==> config.mk <==
export PLATFORM = sky130hd
export DESIGN_NAME = keyed_decimal_field_extractor_unit
export DESIGN_NICKNAME = d
export VERILOG_FILES = /design/src/kdfe_pkg.sv /design/src/kdfe_step.sv /design/src/keyed_decimal_field_extractor_unit.sv
export SDC_FILE = /design/constraint.sdc
export NUM_CORES = 1
export LEC_CHECK = 0
export BUFFER_PORTS_ARGS = -buffer_cell sky130_fd_sc_hd__buf_2
export CAP_MARGIN = 15
export CORE_ASPECT_RATIO = 0.9
export CORE_MARGIN = 3
export CORE_UTILIZATION = 50
export DETAILED_ROUTE_END_ITERATION = 7
export PLACE_DENSITY = 0.74
export SLEW_MARGIN = 20
export SYNTH_ARGS = -nofsm -noshare
export SYNTH_HDL_FRONTEND = slang
export SYNTH_HIERARCHICAL = 1
export SYNTH_SLANG_ARGS = --single-unit
==> constraint.sdc <==
create_clock -name clk_i -period 4.03 [get_ports clk_i]
set_clock_uncertainty 0.05 [all_clocks]
set_input_delay 0.2015 -clock clk_i [delete_from_list [all_inputs] [get_ports clk_i]]
set_output_delay 0.2015 -clock clk_i [all_outputs]
set_load 0.005 [all_outputs]
==> src/kdfe_pkg.sv <==
// package: shared types, constants and phase codes for the keyed decimal field extractor
`timescale 1ns / 1ps

package kdfe_pkg;

  // sizing
  localparam int unsigned MAX_VALUE_LEN = 20;
  localparam int unsigned MAX_KEY_LEN   = 8;
  localparam int unsigned VAL_LEN_W     = $clog2(MAX_VALUE_LEN);
  localparam int unsigned KEY_LEN_W     = 4;
  localparam int unsigned CFG_IDX_W     = 1;
  localparam int unsigned CFG_DATA_W    = 64;

  // configuration register indexes
  localparam logic [CFG_IDX_W-1:0] REG_KEY_PATTERN = 1'b0;
  localparam logic [CFG_IDX_W-1:0] REG_KEY_LENGTH  = 1'b1;

  // parse phase codes
  localparam logic [2:0] PH_WAIT_FIRST = 3'd0;
  localparam logic [2:0] PH_WAIT_REST  = 3'd1;
  localparam logic [2:0] PH_RECORD     = 3'd2;
  localparam logic [2:0] PH_DONE       = 3'd3;
  localparam logic [2:0] PH_ERROR      = 3'd4;

  // character codes
  localparam logic [7:0] CHAR_QUOTE = 8'h22;
  localparam logic [7:0] CHAR_ZERO  = 8'h30;
  localparam logic [7:0] CHAR_NINE  = 8'h39;
  localparam logic [7:0] CHAR_NUL   = 8'h00;

  // result status codes
  localparam logic STATUS_OK  = 1'b0;
  localparam logic STATUS_ERR = 1'b1;

  typedef struct packed {
    logic [7:0] text_byte;
    logic       last_byte;
  } in_item_t;

  typedef struct packed {
    logic        status;
    logic [31:0] value;
  } out_item_t;

  typedef struct packed {
    logic [2:0]           phase;
    logic [KEY_LEN_W-1:0] match_pos;
    logic [VAL_LEN_W-1:0] val_len;
    logic [31:0]          acc;
    logic                 bad_digit;
  } parse_state_t;

endpackage

==> src/kdfe_step.sv <==
// per-byte parse step: next parse state and the result for a final byte
`timescale 1ns / 1ps

module kdfe_step (
  input  kdfe_pkg::parse_state_t         state_i,
  input  kdfe_pkg::in_item_t             item_i,
  input  logic [63:0]                    key_pattern_i,
  input  logic [kdfe_pkg::KEY_LEN_W-1:0] key_length_i,
  output kdfe_pkg::parse_state_t         state_o,
  output kdfe_pkg::out_item_t            result_o
);

  logic [kdfe_pkg::KEY_LEN_W-1:0] eff_len;
  logic [7:0]                     key_byte;
  logic [7:0]                     b;
  logic                           is_digit;
  logic [31:0]                    acc_x10;
  kdfe_pkg::parse_state_t         nxt;

  assign b = item_i.text_byte;

  // effective key length, clamped to 1..MAX_KEY_LEN
  always_comb begin
    eff_len = key_length_i;
    if (key_length_i == '0) begin
      eff_len = kdfe_pkg::KEY_LEN_W'(1);
    end else if (key_length_i > kdfe_pkg::KEY_LEN_W'(kdfe_pkg::MAX_KEY_LEN)) begin
      eff_len = kdfe_pkg::KEY_LEN_W'(kdfe_pkg::MAX_KEY_LEN);
    end
  end

  // key byte at the current match position
  assign key_byte = key_pattern_i[{state_i.match_pos[2:0], 3'b000} +: 8];

  // decimal fold
  assign is_digit = (b >= kdfe_pkg::CHAR_ZERO) && (b <= kdfe_pkg::CHAR_NINE);
  assign acc_x10  = {state_i.acc[28:0], 3'b000} + {state_i.acc[30:0], 1'b0};

  // phase transitions
  always_comb begin
    nxt = state_i;
    case (state_i.phase)
      kdfe_pkg::PH_WAIT_FIRST: begin
        if (b == key_pattern_i[7:0]) begin
          nxt.match_pos = kdfe_pkg::KEY_LEN_W'(1);
          nxt.phase     = kdfe_pkg::PH_WAIT_REST;
        end
      end
      kdfe_pkg::PH_WAIT_REST: begin
        if (state_i.match_pos < eff_len) begin
          if (b == key_byte) begin
            nxt.match_pos = state_i.match_pos + kdfe_pkg::KEY_LEN_W'(1);
          end else begin
            nxt.match_pos = '0;
            nxt.phase     = kdfe_pkg::PH_WAIT_FIRST;
          end
        end else begin
          // byte after the key is skipped
          nxt.phase = kdfe_pkg::PH_RECORD;
        end
      end
      kdfe_pkg::PH_RECORD: begin
        if (b == kdfe_pkg::CHAR_QUOTE) begin
          nxt.phase = (state_i.val_len == '0) ? kdfe_pkg::PH_ERROR : kdfe_pkg::PH_DONE;
        end else if (state_i.val_len >=
                     kdfe_pkg::VAL_LEN_W'(kdfe_pkg::MAX_VALUE_LEN - 1)) begin
          nxt.phase = kdfe_pkg::PH_ERROR;
        end else begin
          if (is_digit) begin
            nxt.acc = acc_x10 + {24'd0, b - kdfe_pkg::CHAR_ZERO};
          end else if (!(b == kdfe_pkg::CHAR_NUL && state_i.val_len != '0)) begin
            nxt.bad_digit = 1'b1;
          end
          nxt.val_len = state_i.val_len + kdfe_pkg::VAL_LEN_W'(1);
        end
      end
      default: begin
      end
    endcase
  end

  // result and restart on the final byte
  always_comb begin
    if (nxt.phase == kdfe_pkg::PH_DONE && !nxt.bad_digit) begin
      result_o.status = kdfe_pkg::STATUS_OK;
      result_o.value  = nxt.acc;
    end else begin
      result_o.status = kdfe_pkg::STATUS_ERR;
      result_o.value  = '0;
    end
    state_o = nxt;
    if (item_i.last_byte) begin
      state_o.phase     = kdfe_pkg::PH_WAIT_FIRST;
      state_o.match_pos = '0;
      state_o.val_len   = '0;
      state_o.acc       = '0;
      state_o.bad_digit = 1'b0;
    end
  end

endmodule

==> src/keyed_decimal_field_extractor_unit.sv <==
// top level: input register, parse state, result register and config registers
//
// channel   direction  handshake                 payload
// in        sink       in_valid_i / in_stall_o   in_i  (text_byte, last_byte)
// out       source     out_valid_o / out_stall_i out_o (status, value)
// cfg       sink       cfg_valid_i / cfg_ready_o cfg_index_i, cfg_data_i
//
// one byte per cycle sustained while no final byte is held; a byte is parsed
// from the input register, and a result is then loaded into the result register
// reset clears parse state, config registers (key 0, length 1) and both valid flags
// a final byte waits in the input register while an earlier result is stalled;
// other bytes keep flowing under an output stall
`timescale 1ns / 1ps

module keyed_decimal_field_extractor_unit (
  input  logic                                clk_i,
  input  logic                                rst_ni,
  input  logic                                in_valid_i,
  output logic                                in_stall_o,
  input  kdfe_pkg::in_item_t                  in_i,
  output logic                                out_valid_o,
  input  logic                                out_stall_i,
  output kdfe_pkg::out_item_t                 out_o,
  input  logic                                cfg_valid_i,
  output logic                                cfg_ready_o,
  input  logic [kdfe_pkg::CFG_IDX_W-1:0]      cfg_index_i,
  input  logic [kdfe_pkg::CFG_DATA_W-1:0]     cfg_data_i
);

  logic [63:0]                    key_pattern_q;
  logic [kdfe_pkg::KEY_LEN_W-1:0] key_length_q;
  logic                           in_valid_q;
  kdfe_pkg::in_item_t             in_q;
  kdfe_pkg::parse_state_t         state_q;
  kdfe_pkg::parse_state_t         state_d;
  logic                           out_valid_q;
  kdfe_pkg::out_item_t            out_q;
  kdfe_pkg::out_item_t            result;
  logic                           proc;
  logic                           in_take;

  // config writes always taken
  assign cfg_ready_o = 1'b1;

  always_ff @(posedge clk_i or negedge rst_ni) begin
    if (!rst_ni) begin
      key_pattern_q <= '0;
      key_length_q  <= kdfe_pkg::KEY_LEN_W'(1);
    end else if (cfg_valid_i) begin
      case (cfg_index_i)
        kdfe_pkg::REG_KEY_PATTERN: key_pattern_q <= cfg_data_i[63:0];
        kdfe_pkg::REG_KEY_LENGTH:  key_length_q  <= cfg_data_i[kdfe_pkg::KEY_LEN_W-1:0];
        default: begin
        end
      endcase
    end
  end

  // a held beat is parsed unless it is final and the result slot stays full
  assign proc       = in_valid_q && (!in_q.last_byte || !out_valid_q || !out_stall_i);
  assign in_stall_o = in_valid_q && !proc;
  assign in_take    = in_valid_i && !in_stall_o;

  // input register
  always_ff @(posedge clk_i or negedge rst_ni) begin
    if (!rst_ni) begin
      in_valid_q <= 1'b0;
    end else if (!in_stall_o) begin
      in_valid_q <= in_valid_i;
    end
  end

  always_ff @(posedge clk_i) begin
    if (in_take) begin
      in_q <= in_i;
    end
  end

  // parse step
  kdfe_step u_step (
    .state_i       (state_q),
    .item_i        (in_q),
    .key_pattern_i (key_pattern_q),
    .key_length_i  (key_length_q),
    .state_o       (state_d),
    .result_o      (result)
  );

  always_ff @(posedge clk_i or negedge rst_ni) begin
    if (!rst_ni) begin
      state_q <= '{phase: kdfe_pkg::PH_WAIT_FIRST, match_pos: '0, val_len: '0,
                   acc: '0, bad_digit: 1'b0};
    end else if (proc) begin
      state_q <= state_d;
    end
  end

  // result register
  always_ff @(posedge clk_i or negedge rst_ni) begin
    if (!rst_ni) begin
      out_valid_q <= 1'b0;
    end else if (proc && in_q.last_byte) begin
      out_valid_q <= 1'b1;
    end else if (!out_stall_i) begin
      out_valid_q <= 1'b0;
    end
  end

  always_ff @(posedge clk_i) begin
    if (proc && in_q.last_byte) begin
      out_q <= result;
    end
  end

  assign out_valid_o = out_valid_q;
  assign out_o       = out_q;

  // checks
  a_err_zero: assert property (@(posedge clk_i) disable iff (!rst_ni)
    out_valid_o && (out_o.status == kdfe_pkg::STATUS_ERR) |-> out_o.value == '0)
    else $error("error result carries a nonzero value");

  a_final_gives_result: assert property (@(posedge clk_i) disable iff (!rst_ni)
    proc && in_q.last_byte |=> out_valid_q)
    else $error("final beat did not load a result");

  a_final_restarts: assert property (@(posedge clk_i) disable iff (!rst_ni)
    proc && in_q.last_byte |=> state_q.phase == kdfe_pkg::PH_WAIT_FIRST &&
                               state_q.val_len == '0)
    else $error("parse state not cleared after final beat");

  a_len_bound: assert property (@(posedge clk_i) disable iff (!rst_ni)
    state_q.val_len <= kdfe_pkg::VAL_LEN_W'(kdfe_pkg::MAX_VALUE_LEN - 1))
    else $error("value length past its limit");

endmodule
==> impl_metrics.yaml <==
synthesis:
  synth-main-ff-cell: "dfrtp_1"
  seq_area_frac_synth: 0.398
  synth.top_cell.area_share: 0.274
  yosysWarnings: 6
  synth_edf_count: 42
  async_flop_share: 0.732
  synth_area_leaders: "dfrtp_1 27%, edfxtp_1 12%, mux2_4 8.7%"
  synth_nets: 1128
  synth.distinct_cells: 65
  synth_top_area_cell: "dfrtp_1"
  ys_ff_latch: 157
  synthesis.area_sq_um: 10400
  syn-instance-count: 980
  syn_avg_cell_area_sq_um: 10.6
detailed_routing:
  routed_via_density: 5.84
  drc: 0
  drt_iter0_drc: 576
  ant_nets: 0
  vias: 8307
  drtPass1Iterations: 5
  wl_um: 26600
  drt-wirelength-per-cell_um: 18.7
critical_path:
  reg2reg_setup_slack_ns: 0.19
  critical_path_arrival_ns: 3.92
  critPathMaxFanout: 5
  startpoint: "in_q[5]"
  reg2reg_to: "out_o[29]"
  cpMaxStageDelayCell: "fa_1"
  startpoint_type: "flip-flop"
  critical_path_class: "flip-flop to flip-flop"
  required_ns: 4.12
  end_kind: "flip-flop"
  ff2ff_path_depth: 13
  crit_chain: "ha_1 > xnor2_1 > fa_1 > ha_1 > a21oi_1 > nand2_1 > nor4_1 > buf_4 > o31a_1 > o31ai_4 > o31ai_1 > mux2i_1 > a21oi_1"
  r2r-start: "in_q[5]"
  worst_path_largest_cell_delay_ns: 0.45
final_layout:
  finalCoreUtilization: 0.618
  n_fill_cell: 1571
  drive_above_1_share: 0.232
  fin_cells: 1423
  final_nets: 1302
  syn2layout_area_growth_pct: 20.2
worst_hold_path:
  min_to: "in_valid_q"
  worstHoldStart: "out_stall_i"
  whs_path_depth: 3
  hold_path.class: "primary input to flip-flop"
grt:
  grt_max_degree: 92
  use_met1: 0.322
  grt_pass1_wl_um: 42800
  met2_usage: 0.371
  grt_pass1_vias: 8374
  antenna_found_initial: 0
  gr-usage-met3: 0.0442
  track_usage: 0.237
  gr-max-usage-layer: "met2"
  grt.overflow.total: 0
clock_network:
  cts_root_buf: "clkbuf_16"
  cts_max_level: 4
  numClockSinks: 157
  worstSkewPairLatency_ns: 0.44
  cts_tree: "built"
  cts.clk_slew.worst_paths_ns: 0.07
  cts_buffer_depth: 2
  cts_made_buffers: 17
flow_run:
  maxCapViolCount: 0
timing:
  whs_ns: 0.117
  fin_crit_ns: 3.84
  finalSetupViolations: 0
  fmax_ghz: 0.261
  hold_viol_final: 0
  slew_headroom: 0.383
  fin_crit_sh: 0.952
  tns_ns: 0
  tightest_slew_ns: 0.925
  rsz0062_at_grt: "no"
  slew_violations: 0
place:
  port_buffers: 113
  place.gp.congestion: 0.889
  dp_cells: 1313
  dp_hpwl_um: 16200
pwr:
  irDropWorstVdd_mv: 0.210
  p_per_area_nw_per_um2: 344
  power.total_mw: 4.31
  cellLeakagePower_nw: 5.27
run_status:
  status: "complete, no violations"
floorplan:
  die_height_um: 143
  core_area_sq_um: 20200
  die_w_um: 158
  die_area_sq_um: 22600
  start_util: 0.515
  std_cell_rows: 49
  io_pins: 115
final cells by class:
cell class / instances / area, sq um / area share
multi-input combinational: 742 / 5810 / 0.465
sequential: 157 / 4140 / 0.331
timing repair buffer: 216 / 1570 / 0.126
clock buffer: 17 / 425 / 0.0340
tap: 255 / 319 / 0.0255
clock inverter: 15 / 163 / 0.0130
inverter: 20 / 75.1 / 0.00600
antenna: 1 / 2.50 / 0.000200
how the worst max path moves through the flow:
stage / to
final: out_o[29]
after global placement: state_q[28]
after CTS: state_q[28]
after global routing: state_q[24]
after floorplan: state_q[28]
after detailed placement: state_q[28]
critical path, delay by kind of cell (launching register included):
family          cells  cell delay [ns]
fa+ha+maj           3             1.10
mux                 1             0.29
flops               1             0.42
buf+inv             1             0.17
compound gates      5             0.91
simple gates        2             0.37
xor+xnor            1             0.23
cell usage in the layout (no fill, tap or decap), types with 7 or more instances in the layout:
master / instances
nor2_1: 83
o211ai_1: 48
buf_2: 112
dlygate4sd3_1: 75
edfxtp_1: 42
nand2b_1: 52
a211oi_1: 8
xor2_1: 17
clkbuf_16: 17
nor3_1: 9
a21oi_1: 38
nor2b_1: 22
nor4_1: 7
mux4_2: 16
a31oi_1: 7
buf_4: 26
o21ai_0: 14
nand2_1: 90
mux2i_1: 17
nand4_1: 46
o21ai_1: 17
xnor2_1: 25
mux2_4: 60
ha_1: 63
mux2_2: 8
dfrtp_1: 113
a21o_1: 8
nand3_1: 12
inv_1: 19
kinds of logic after synthesis:
family                   share of synthesized area
flip-flops                                   0.398
AO/OA/AOI/OAI                                0.111
buffers and inverters                       0.0472
other                                     0.000360
XOR/XNOR                                    0.0353
multiplexers                                 0.146
AND/OR/NAND/NOR                              0.175
adder cells (fa/ha/maj)                     0.0872
layer usage:
layer | up-vias | routed length [um]
met5 | - | 0
met4 | 0 | 856
met3 | 65 | 1310
met2 | 274 | 12700
met1 | 4050 | 11700
li1 | 3918 | -
state kept, by name, summed over array words and instances, names as in the netlist:
name           flops
key_pattern_q     64
out_valid_o        1
state_q           45
in_q               9
in_valid_q         1
key_length_q       4
out_o             33
synth_stat cells (all sizes together), types with 6 or more instances:
cell type,n
dfrtp,114
nand2,91
nor2,84
mux2,68
ha,63
nand2b,52
o211ai,48
nand4,47
edfxtp,42
a21oi,40
buf,38
o21ai,31
xnor2,25
clkbuf,23
nor2b,23
inv,20
mux2i,17
xor2,17
mux4,16
nand3,12
nor3,9
a211oi,8
a21o,8
nor4,8
a31oi,7
fa,6
o31ai,6
stage by stage:
step | setup WS [ns] | area, sq um
after floorplan | 0.541 | 10400
after global placement | 0.195 | 11100
after detailed placement | 0.0805 | 11100
after CTS | 0.0587 | 12400
after global routing | 0.0119 | 12500
final | 0.192 | 12500
power by group:
| part | leakage, nW | switching [mW] | internal [mW] |
|---|---|---|---|
| Combinational | 3.13 | 0.364 | 0.438 |
| Clock | 0.291 | 0.779 | 0.833 |
| Sequential | 1.85 | 0.124 | 1.77 |
| Total | 5.27 | 1.27 | 3.04 |
repair_timing:
action / in CTS / in global routing
setup buffers: 0 / 0
hold endpoints to repair: 146 / 0
setup endpoints to repair: 0 / 5
gates resized for setup: 0 / 3
hold buffers: 75 / 0
Power figures use the tool's default switching activity.
